File: src/design/assert_macros.svh
// Assertion helpers used by the top-level design file.
`ifndef ASSERT_MACROS_SVH
`define ASSERT_MACROS_SVH

// Checked on every rising clock edge while reset is released.
`define ASSERT_CLK(label, prop, msg) \
    label: assert property (@(posedge i_clk) disable iff (!i_rst_n) prop) else $error(msg);

// Checked on every rising clock edge, reset included.
`define ASSERT_ALWAYS(label, prop, msg) \
    label: assert property (@(posedge i_clk) prop) else $error(msg);

`endif

File: src/design/xsfb_pkg.sv
package xsfb_pkg;

    localparam int SCREEN_WIDTH_DEF    = 64;
    localparam int SCREEN_HEIGHT_DEF   = 32;
    localparam int MAX_SPRITE_ROWS_DEF = 16;

    // Pixels carried by one sprite row.
    localparam int ROW_PIXELS = 8;

    typedef enum logic [1:0] {
        ACT_CLEAR = 2'd0,
        ACT_DRAW  = 2'd1,
        ACT_READ  = 2'd2
    } t_action;

    // Table of v mod modulus for every 8-bit v, built by a running counter.
    function automatic logic [255:0][7:0] mod_table(input int modulus);
        logic [255:0][7:0] t;
        int                r;
        r = 0;
        for (int i = 0; i < 256; i++) begin
            t[i] = 8'(r);
            r    = r + 1;
            if (r == modulus) begin
                r = 0;
            end
        end
        return t;
    endfunction

endpackage

File: src/design/xsfb_row_mem.sv
module xsfb_row_mem #(
    parameter int SCREEN_WIDTH  = xsfb_pkg::SCREEN_WIDTH_DEF,
    parameter int SCREEN_HEIGHT = xsfb_pkg::SCREEN_HEIGHT_DEF
) (
    input  logic                             i_clk,
    input  logic                             i_rst_n,
    input  logic                             i_clr,
    input  logic                             i_rd_en,
    input  logic [$clog2(SCREEN_HEIGHT)-1:0] i_rd_addr,
    output logic [SCREEN_WIDTH-1:0]          o_rd_data,
    input  logic                             i_wr_en,
    input  logic [$clog2(SCREEN_HEIGHT)-1:0] i_wr_addr,
    input  logic [SCREEN_WIDTH-1:0]          i_wr_data
);

    logic [SCREEN_WIDTH-1:0]  mem [SCREEN_HEIGHT];
    logic [SCREEN_HEIGHT-1:0] r_row_valid;
    logic [SCREEN_HEIGHT-1:0] n_row_valid;
    logic [SCREEN_WIDTH-1:0]  r_rd_q;
    logic                     r_rd_valid;

    // A row that was never written since reset or the last clear reads as all off.
    always_comb begin
        n_row_valid = r_row_valid;
        if (i_clr) begin
            n_row_valid = '0;
        end else if (i_wr_en) begin
            n_row_valid[i_wr_addr] = 1'b1;
        end
    end

    always_ff @(posedge i_clk) begin
        if (!i_rst_n) begin
            r_row_valid <= '0;
        end else begin
            r_row_valid <= n_row_valid;
        end
    end

    always_ff @(posedge i_clk) begin
        if (i_wr_en) begin
            mem[i_wr_addr] <= i_wr_data;
        end
        if (i_rd_en) begin
            r_rd_q     <= mem[i_rd_addr];
            r_rd_valid <= r_row_valid[i_rd_addr];
        end
    end

    assign o_rd_data = r_rd_valid ? r_rd_q : '0;

endmodule

File: src/design/xsfb_lane.sv
module xsfb_lane #(
    parameter int SCREEN_WIDTH = xsfb_pkg::SCREEN_WIDTH_DEF,
    parameter int LANE         = 0
) (
    input  logic                            i_en,
    input  logic [$clog2(SCREEN_WIDTH)-1:0] i_xw,
    input  logic [SCREEN_WIDTH-1:0]         i_old_row,
    output logic [SCREEN_WIDTH-1:0]         o_mask,
    output logic                            o_hit
);

    localparam int COL_W = $clog2(SCREEN_WIDTH);

    logic [COL_W:0] col;
    logic           toggle;

    // Pixels past the right edge are clipped rather than wrapped.
    assign col    = {1'b0, i_xw} + (COL_W+1)'(LANE);
    assign toggle = i_en && (col < (COL_W+1)'(SCREEN_WIDTH));
    assign o_mask = toggle ? (SCREEN_WIDTH'(1) << col[COL_W-1:0]) : '0;
    assign o_hit  = toggle && i_old_row[col[COL_W-1:0]];

endmodule

File: src/design/xsfb_merge.sv
module xsfb_merge #(
    parameter int SCREEN_WIDTH = xsfb_pkg::SCREEN_WIDTH_DEF
) (
    input  logic [xsfb_pkg::ROW_PIXELS-1:0][SCREEN_WIDTH-1:0] i_masks,
    input  logic [xsfb_pkg::ROW_PIXELS-1:0]                   i_hits,
    input  logic [SCREEN_WIDTH-1:0]                           i_old_row,
    input  logic                                              i_is_draw,
    input  logic                                              i_first,
    input  logic                                              i_flag,
    output logic [SCREEN_WIDTH-1:0]                           o_new_row,
    output logic                                              o_flag
);

    logic [SCREEN_WIDTH-1:0] mask;

    always_comb begin
        mask = '0;
        for (int i = 0; i < xsfb_pkg::ROW_PIXELS; i++) begin
            mask = mask | i_masks[i];
        end
    end

    assign o_new_row = i_old_row ^ mask;

    // A pixel that was on and is toggled turns off, which is a collision.
    always_comb begin
        o_flag = i_flag;
        if (i_is_draw) begin
            o_flag = (i_flag && !i_first) || (|i_hits);
        end
    end

endmodule

File: src/design/xor_sprite_framebuffer.sv
// One-bit framebuffer of SCREEN_WIDTH by SCREEN_HEIGHT pixels with XOR sprite drawing.
// Commands: raise start with the action and its operands; a command is taken on
// a rising edge where start is high and busy is low. Actions are clear screen,
// draw one 8-pixel sprite row, and read one pixel.
// Every command gives exactly one result: o_done is high for one cycle with
// o_collision, o_pixel_on and o_sprite_done. busy is set at the edge that takes
// the command and o_done is registered from it; busy is high for the one cycle between.
// A new command cannot be taken while busy is high. That limit is set by the
// read-modify-write of one framebuffer row: the row is read at the edge that
// takes the command and written back in the cycle after, with eight pixel lanes
// working on it in parallel.
// A clear takes effect at once through one valid bit per row, so a clear is
// no slower than any other command.
// Reset (i_rst_n low, synchronous) turns every pixel off, clears the collision
// flag and drops busy and o_done. The receiver cannot stall: each result is
// signalled by o_done for exactly one cycle.
`include "assert_macros.svh"

module xor_sprite_framebuffer #(
    parameter int SCREEN_WIDTH    = xsfb_pkg::SCREEN_WIDTH_DEF,
    parameter int SCREEN_HEIGHT   = xsfb_pkg::SCREEN_HEIGHT_DEF,
    parameter int MAX_SPRITE_ROWS = xsfb_pkg::MAX_SPRITE_ROWS_DEF
) (
    input  logic       i_clk,
    input  logic       i_rst_n,
    input  logic       start,
    output logic       busy,
    input  logic [1:0] i_action,
    input  logic [7:0] i_x_pos,
    input  logic [7:0] i_y_pos,
    input  logic [3:0] i_row_offset,
    input  logic [7:0] i_sprite_row,
    input  logic       i_last_row,
    output logic       o_done,
    output logic       o_collision,
    output logic       o_pixel_on,
    output logic       o_sprite_done
);

    localparam int COL_W = $clog2(SCREEN_WIDTH);
    localparam int ROW_W = $clog2(SCREEN_HEIGHT);
    localparam int NLANE = xsfb_pkg::ROW_PIXELS;
    localparam logic [255:0][7:0] X_MOD = xsfb_pkg::mod_table(SCREEN_WIDTH);
    localparam logic [255:0][7:0] Y_MOD = xsfb_pkg::mod_table(SCREEN_HEIGHT);

    logic                   accept;
    xsfb_pkg::t_action      in_action;
    logic [7:0]             xw;
    logic [7:0]             yw;
    logic [8:0]             row_sum;
    logic                   draw_ok;
    logic [ROW_W-1:0]       rd_addr;

    logic                   r_busy;
    xsfb_pkg::t_action      r_action;
    logic [COL_W-1:0]       r_xw;
    logic [ROW_W-1:0]       r_row;
    logic                   r_draw_ok;
    logic [NLANE-1:0]       r_bits;
    logic                   r_last;
    logic                   r_first;
    logic                   r_flag;
    logic                   n_flag;

    logic                   r_done;
    logic                   r_collision;
    logic                   r_pixel_on;
    logic                   r_sprite_done;

    logic                   is_draw;
    logic                   is_read;
    logic                   wr_en;
    logic [SCREEN_WIDTH-1:0] old_row;
    logic [SCREEN_WIDTH-1:0] new_row;
    logic [NLANE-1:0][SCREEN_WIDTH-1:0] lane_mask;
    logic [NLANE-1:0]       lane_hit;

    assign accept    = start && !r_busy;
    assign in_action = xsfb_pkg::t_action'(i_action);
    assign xw        = X_MOD[i_x_pos];
    assign yw        = Y_MOD[i_y_pos];
    assign row_sum   = {1'b0, yw} + 9'(i_row_offset);
    assign draw_ok   = ({1'b0, i_row_offset} < 5'(MAX_SPRITE_ROWS))
                    && (row_sum < 9'(SCREEN_HEIGHT));
    assign rd_addr   = (in_action == xsfb_pkg::ACT_READ) ? yw[ROW_W-1:0]
                                                          : row_sum[ROW_W-1:0];

    always_ff @(posedge i_clk) begin
        if (!i_rst_n) begin
            r_busy <= 1'b0;
        end else begin
            r_busy <= accept;
        end
    end

    always_ff @(posedge i_clk) begin
        if (accept) begin
            r_action  <= in_action;
            r_xw      <= xw[COL_W-1:0];
            r_row     <= rd_addr;
            r_draw_ok <= draw_ok;
            r_bits    <= i_sprite_row;
            r_last    <= i_last_row;
            r_first   <= (i_row_offset == 4'd0);
        end
    end

    xsfb_row_mem #(
        .SCREEN_WIDTH  (SCREEN_WIDTH),
        .SCREEN_HEIGHT (SCREEN_HEIGHT)
    ) u_mem (
        .i_clk     (i_clk),
        .i_rst_n   (i_rst_n),
        .i_clr     (accept && (in_action == xsfb_pkg::ACT_CLEAR)),
        .i_rd_en   (accept),
        .i_rd_addr (rd_addr),
        .o_rd_data (old_row),
        .i_wr_en   (wr_en),
        .i_wr_addr (r_row),
        .i_wr_data (new_row)
    );

    assign is_draw = r_busy && (r_action == xsfb_pkg::ACT_DRAW);
    assign is_read = r_busy && (r_action == xsfb_pkg::ACT_READ);
    assign wr_en   = is_draw && r_draw_ok;

    // Bit 7 of the sprite row is the leftmost pixel and goes to lane 0.
    for (genvar g = 0; g < NLANE; g++) begin : g_lane
        xsfb_lane #(
            .SCREEN_WIDTH (SCREEN_WIDTH),
            .LANE         (g)
        ) u_lane (
            .i_en      (wr_en && r_bits[NLANE-1-g]),
            .i_xw      (r_xw),
            .i_old_row (old_row),
            .o_mask    (lane_mask[g]),
            .o_hit     (lane_hit[g])
        );
    end

    xsfb_merge #(
        .SCREEN_WIDTH (SCREEN_WIDTH)
    ) u_merge (
        .i_masks   (lane_mask),
        .i_hits    (lane_hit),
        .i_old_row (old_row),
        .i_is_draw (is_draw),
        .i_first   (r_first),
        .i_flag    (r_flag),
        .o_new_row (new_row),
        .o_flag    (n_flag)
    );

    always_ff @(posedge i_clk) begin
        if (!i_rst_n) begin
            r_flag <= 1'b0;
            r_done <= 1'b0;
        end else begin
            r_flag <= n_flag;
            r_done <= r_busy;
        end
    end

    always_ff @(posedge i_clk) begin
        if (r_busy) begin
            r_collision   <= is_draw && n_flag;
            r_pixel_on    <= is_read && old_row[r_xw];
            r_sprite_done <= is_draw && r_last;
        end
    end

    assign busy          = r_busy;
    assign o_done        = r_done;
    assign o_collision   = r_collision;
    assign o_pixel_on    = r_pixel_on;
    assign o_sprite_done = r_sprite_done;

    `ASSERT_CLK(a_take_sets_busy, (start && !busy) |=> busy, "taken command did not raise busy")
    `ASSERT_CLK(a_busy_gives_done, busy |=> (o_done && !busy), "busy cycle not followed by a result")
    `ASSERT_CLK(a_read_fields, (o_done && o_pixel_on) |-> (!o_collision && !o_sprite_done),
        "read result carries draw fields")
    `ASSERT_ALWAYS(a_done_one_cycle, o_done |=> !o_done, "result strobe held for two cycles")

endmodule
File: config.mk
export PLATFORM = sky130hd
export DESIGN_NAME = xor_sprite_framebuffer
export DESIGN_NICKNAME = d
export VERILOG_FILES = /design/src/design/xsfb_pkg.sv /design/src/design/xsfb_row_mem.sv /design/src/design/xsfb_lane.sv /design/src/design/xsfb_merge.sv /design/src/design/xor_sprite_framebuffer.sv
export VERILOG_INCLUDE_DIRS = /design/src /design/src/design
export SDC_FILE = /design/constraint.sdc
export NUM_CORES = 2
export LEC_CHECK = 0
export BUFFER_PORTS_ARGS = -buffer_cell sky130_fd_sc_hd__buf_2
export CAP_MARGIN = 20
export CORE_UTILIZATION = 45
export CTS_BUF_LIST = sky130_fd_sc_hd__clkbuf_4 sky130_fd_sc_hd__clkbuf_8 sky130_fd_sc_hd__clkbuf_16
export CTS_CLUSTER_SIZE = 14
export DETAILED_ROUTE_END_ITERATION = 16
export PLACE_DENSITY = 0.59
export SLEW_MARGIN = 25
export SYNTH_ARGS = -nofsm -noshare
export SYNTH_HDL_FRONTEND = slang
export SYNTH_HIERARCHICAL = 1
export SYNTH_SLANG_ARGS = --single-unit
export TNS_END_PERCENT = 20
File: constraint.sdc
create_clock -name i_clk -period 20.1 [get_ports i_clk]
set_clock_uncertainty 0.1 [all_clocks]
set_input_delay 4.02 -clock i_clk [delete_from_list [all_inputs] [get_ports i_clk]]
set_output_delay 4.02 -clock i_clk [all_outputs]
set_load 0.03 [all_outputs]
Word level (Yosys, flattened, before mapping)
Memory sizes are Yosys's and may differ from the RTL's. A register that Yosys moved wholly into a read port is not among the register bits. Cells that the tools add are included.

Memories: 3. Memory bits (writable): 2048. Flip-flop bits (word level): 57. Bits of input ports: 34. Logic and storage cells: 142. Output and inout bits: 5. ROM bits: 4096.

Memory list: (name not given) (words 256, bits a word 8, rd ports 1, clocked after Yosys merged registers in 0, wr ports 0, line xor_sprite_framebuffer.sv:81) `assign yw = Y_MOD[i_y_pos];`; (name not given) (words 256, bits a word 8, rd ports 1, clocked after Yosys merged registers in 1, wr ports 0, line xor_sprite_framebuffer.sv:80) `assign xw = X_MOD[i_x_pos];`; u_mem.mem (words 32, bits a word 64, rd ports 1, clocked after Yosys merged registers in 1, wr ports 1, line xsfb_row_mem.sv:16) `logic [SCREEN_WIDTH-1:0] mem [SCREEN_HEIGHT];`.

Reduce and logical (&&, ||, !) cells: 41. Shifts and indexed selects: 8. Equality and inequality tests: 3. Mux-type cells: 34. Bitwise gates (word level): 10. $add $sub $neg: 8. $lt $le $gt $ge: 21.

Operators with widths (number): 2-to-1 mux 64 bit (9); << shifter 1 x 6 -> 64 bit (first input constant) (8); OR 64 bit (7); bitwise XOR 64 bit (1); < comparator 6 x 7 -> 1 bit (second input constant) (9); < comparator 7 bit (second input constant) (7); binary-select mux 1 bit (select 6 bit) (8); logical AND 1 bit (34); OR 32 bit (1); adder 6 x 3 -> 7 bit (second input constant) (4); adder 6 x 2 -> 7 bit (second input constant) (2); 2-to-1 mux 1 bit (13); < comparator 5 x 6 -> 1 bit (second input constant) (2); adder 8 x 4 -> 9 bit (1); < comparator 8 x 9 -> 1 bit (second input constant) (1); < comparator 9 x 6 -> 1 bit (second input constant) (1); 2-to-1 mux 8 bit (1); OR reduction 8 bit (1); adder 6 x 1 -> 7 bit (second input constant) (1); binary-select mux 1 bit (select 5 bit) (1); demux 1 bit (select 5 bit) (1); greater-or-equal comparator 5 x 1 -> 1 bit (second input constant) (1); 2-to-1 mux 5 bit (1); equality test 2 bit (second input constant) (2); 7 further kinds (8).

Longest topological paths before layout
Depth in word-level cells: 14. Depth in mapped cells: 16. Mapped depth without buffers: 12.

Cells and area by module
The synthesis kept the hierarchy.

By module, submodules not included: xsfb_row_mem (area an instance 81474.4 um^2, cells each 3939, seq. area each 64091.5 um^2, times used 1); xor_sprite_framebuffer (area an instance 1824.2 um^2, cells each 126, seq. area each 870.8 um^2, times used 1); xsfb_merge (area an instance 1630.3 um^2, cells each 261, seq. area each 0.0 um^2, times used 1); xsfb_lane at g_lane[7].u_lane (area an instance 1346.3 um^2, cells each 173, seq. area each 0.0 um^2, times used 1); xsfb_lane at g_lane[5].u_lane (area an instance 1223.7 um^2, cells each 170, seq. area each 0.0 um^2, times used 1); xsfb_lane at g_lane[3].u_lane (area an instance 1183.6 um^2, cells each 159, seq. area each 0.0 um^2, times used 1); xsfb_lane at g_lane[6].u_lane (area an instance 1148.6 um^2, cells each 162, seq. area each 0.0 um^2, times used 1); xsfb_lane at g_lane[2].u_lane (area an instance 1073.5 um^2, cells each 184, seq. area each 0.0 um^2, times used 1); xsfb_lane at g_lane[1].u_lane (area an instance 1054.8 um^2, cells each 147, seq. area each 0.0 um^2, times used 1); xsfb_lane at g_lane[4].u_lane (area an instance 1047.3 um^2, cells each 153, seq. area each 0.0 um^2, times used 1); xsfb_lane at g_lane[0].u_lane (area an instance 975.9 um^2, cells each 145, seq. area each 0.0 um^2, times used 1).

Least setup slack after synthesis
Ideal clock, no wire load.

Path type: input -> register. Start: in start. End: reg u_mem.r_row_valid[16]. Library setup time: 0.120 ns. Slack: 11.043 ns. Required time: 19.880 ns. Cell stages on the path: 6. Arrival time: 8.837 ns. Buffers on the path: 2. Path through: nor2b_1 -> nor3b_1 -> nor2b_1 -> clkbuf_1 -> clkbuf_1 -> o21a_1.

Longest elaborated chain between the ends: 3.

Ends and longest elaborated chain: from (decl) (line xor_sprite_framebuffer.sv:26) `input logic start,`; logical AND 1 bit (line xor_sprite_framebuffer.sv:78) `assign accept = start && !r_busy;`; logical AND 1 bit (line xor_sprite_framebuffer.sv:114) `.i_clr (accept && (in_action == xsfb_pkg::ACT_CLEAR)),`; OR reduction 2 bit (no source line); to (signal assigned) (line xsfb_row_mem.sv:36) `r_row_valid <= n_row_valid;`; to (decl) (line xsfb_row_mem.sv:17) `logic [SCREEN_HEIGHT-1:0] r_row_valid;`.

Every way passes these cells. A chain may end at the register's enable or synchronous reset.

Worst setup path in the final report
Start: in i_y_pos[0]. End: reg u_mem.r_rd_q[30], read port of u_mem.mem (data pin).

Longest elaborated chain between the ends: 4.

Ends and longest elaborated chain: from (decl) (line xor_sprite_framebuffer.sv:30) `input logic [7:0] i_y_pos,`; memory (256 x 8 bit) *; 2-to-1 mux 8 bit (implied by the code) * (line xor_sprite_framebuffer.sv:81); adder 8 x 4 -> 9 bit (line xor_sprite_framebuffer.sv:82) `assign row_sum = {1'b0, yw} + 9'(i_row_offset);`; 2-to-1 mux 5 bit * (line xor_sprite_framebuffer.sv:85) `assign rd_addr = (in_action == xsfb_pkg::ACT_READ) ? yw[ROW_W-1:0]`; named net rd_addr[2] (line xor_sprite_framebuffer.sv:52) `logic [ROW_W-1:0] rd_addr;`; to (decl) (line xsfb_row_mem.sv:19) `logic [SCREEN_WIDTH-1:0] r_rd_q;`.

Mark *: on every way through the listed nets, which the timed path passes. The rest lies on a longest branch. The select of a mux whose other input is x is not followed.

==> summary.txt <==
Status
  • Outcome: completed

Die
  • Die Wd: 459 um
  • Die Area: 211000 sq um
  • Row count: 167
  • Core area: 207000 sq um
  • Initial Util: 45.3%
  • Io pins: 39
  • DIE HEIGHT: 459 um

Worst setup path
  • CP top delay family: buffers and inverters
  • CP peak stage delay: 0.98 ns
  • CP Max Fanout: 46
  • Worst path cell trace: buf_2, ha_1, inv_1, fa_1, xor2_1, a21oi_4, buf_4, buf_4, buf_4, and3_1, a22oi_1, nand4_1
  • Type of origin of the critical path: primary input
  • Slowest stage cell on the critical path: and3_1
  • CP required: 20.70 ns
  • Setup CP Type: primary input to register
  • Critical path buffers and inverters: 5
  • Worst path most repeated cell: buf_4
  • Worst Path Arrival: 9.37 ns
  • CP Capture Type: register

Power
  • Power Total: 10.6 mW
  • PwrDens: 99.6 nW/um^2
  • Pleak: 35.6 nW
  • Peak supply drop: 0.0000951 V

Synthesis
  • XOR/XNOR Fraction of Synth Area: 0.973%
  • Cell Area, Synth: 94000 sq um
  • EDFF count, synth: 2140
  • Mux share of post-synthesis cell area: 15.9%
  • Synth Area in Simple Gates: 7.01%
  • Adder-Cell Fraction of Synth Area: 0.407%
  • Yosys reg bits: 2175
  • Cells after Synth: 5619
  • Post-synth top flop: edfxtp_1
  • Mean post-synth cell area: 16.7 sq um
  • Ys async rst share: 0%
  • Synth Area in Compound Gates: 4.60%
  • Seq/Total Area, Yosys: 69.1%
  • Post-synthesis cell type count: 91
  • Post-Syn Nets: 5683
  • Synth warnings: 6
  • Largest family of logic cells by synthesized area: multiplexers

STA
  • Max-slew headroom: 23.2%
  • Fmax: 114 MHz
  • Hold Worst Slack: 0.362 ns
  • Slew Limit Fails: 0
  • Endpoints failing hold: 0
  • Final TNS setup: 0 ns
  • Final setup viols: 0
  • Worst-Margin Slew: 1.15 ns
  • Final min period: 8.77 ns
  • Fin crit share: 43.6%
  • Unrepaired setup endpoints after global routing: no

Routing
  • 1st-pass router iterations: 6
  • Total wire length: 287 mm
  • DRT iter0 DRCs: 6145
  • DRC Markers: 0
  • Number of vias per cell: 6.27
  • Total number of vias: 54621
  • WL/cell: 33.0 um
  • Final ANT Viol Nets: 0

Place
  • GPL Wtd Cong: 0.945
  • # port buffers: 33
  • Final HPWL DP: 171 mm
  • Post-Place Cells: 8302

Global route
  • Global-route wire length before repair: 404 mm
  • Initial antenna violation count: 9
  • Largest net degree at the start of global routing: 121
  • Vias in the first global route: 53294
  • Total Routing Usage GR: 27.1%
  • Grt total ovfl: 0

CTS
  • Post-CTS Setup Inserts: 0
  • H-tree Lvls: 4
  • Clock latency on the worst-skew pair: 0.89 ns
  • CTS tree: built
  • CTS Buf Count: 216
  • Cts hold-fix bufs: 0
  • Worst-path clk slew: 0.06 ns
  • CTS Buffer Depth: 3
  • Root Driver: clkbuf_16
  • Clock sink count: 2175
  • Cts repair resizes: 0

Layout
  • Finished Core Util: 51.2%
  • Layout cells sized above 1: 18.7%
  • Final net count: 5798
  • Fillers: 16970
  • Commonest non-fill, non-tap cell in the layout: edfxtp_1
  • Non-Filler Instances: 8708
  • Commonest cells after routing, fill and taps aside: 2140 x edfxtp_1, 578 x mux2i_1, 527 x nor2_1
  • Area growth, synth to finish: 13.0%

Flow run
  • MaxCap Viol Count: 0

Min path
  • Hold Path Class: register to register
area by class of cell:
cell class / count / area (sq um) / share of cell area [%]
timing repair buffer: 231 / 1800 / 1.70
tap: 2788 / 3490 / 3.29
clock buffer: 280 / 5980 / 5.63
multi-input combinational: 3085 / 28700 / 27.0
sequential: 2175 / 65000 / 61.2
inverter: 25 / 93.8 / 0.0884
clock inverter: 120 / 1110 / 1.04
antenna: 4 / 10.0 / 0.00943
cells by family (layout without fill, tap and decap cells):
kind of cell / count (synthesis) / after routing
AOI/OAI and AO/OA: 579 / 579
xor gates and xnor gates: 95 / 95
adders and majority gates: 30 / 30
buffers and inverters: 359 / 656
DFF: 2175 / 2175
muxes: 987 / 987
other: 0 / 4
and+or+nand+nor: 1394 / 1394
synth_stat cells, types with 32 or more instances:
library cell / number / area [sq um]
mux4_2: 352 / 7930
and2_1: 81 / 507
nand4_1: 40 / 250
clkbuf_1: 150 / 563
nor2b_1: 41 / 257
nor4_1: 136 / 851
buf_4: 32 / 240
buf_2: 106 / 531
nor2_1: 563 / 2110
nand3_1: 176 / 881
a31oi_1: 47 / 294
dfxtp_1: 35 / 701
nand2_1: 230 / 863
edfxtp_1: 2140 / 64300
a22oi_1: 336 / 2520
a22o_1: 43 / 377
mux2i_1: 578 / 5790
o21a_1: 38 / 285
xor2_1: 78 / 683
mux4_1: 42 / 1100
worst paths after layout:
path / from / to / slack (ns) / cells past startpoint
worst max-delay path: i_y_pos[0] / u_mem/r_rd_q[30] / 11.33 / 12
worst min-delay path: u_mem/r_row_valid[26] / u_mem/r_row_valid[26] / 0.36 / 1
worst max register to register: r_xw[1] / u_mem/mem[7][37] / 13.81 / 11
worst min register to register: u_mem/r_row_valid[26] / u_mem/r_row_valid[26] / 0.36 / 1
registers in the layout, summed over array words and instances (netlist names), 2 cells and up:
signal / flops
u_mem/mem: 2048
r_xw: 6
r_bits: 8
u_mem/r_rd_q: 64
r_action: 2
r_row: 5
u_mem/r_row_valid: 32
metal layers:
layer  vias up  GRT usage (%)  share of wire (%)
li1      22741              -                  -
met1     29182           39.0                 43
met2      2293           42.1                 46
met3       405           4.47                7.3
met4         0           8.95                3.4
met5         -              0                  0
where the power goes:
group	switching, mW	leakage (nW)	internal (mW)	total (mW)
Combinational	0.907	12.1	0.487	1.39
Clock	1.72	3.55	2.30	4.02
Sequential	0.0124	19.9	5.15	5.16
through the flow:
step           worst slack (ns)  instance area, sq um
2_1_floorplan             11.04                 94000
3_3_place_gp              10.54                 98300
3_5_place_dp              10.48                 98800
4_1_cts                   11.40                106000
5_1_grt                   11.22                106000
6_report                  11.33                106000
Note: power is estimated with default switching activity, not from simulation.
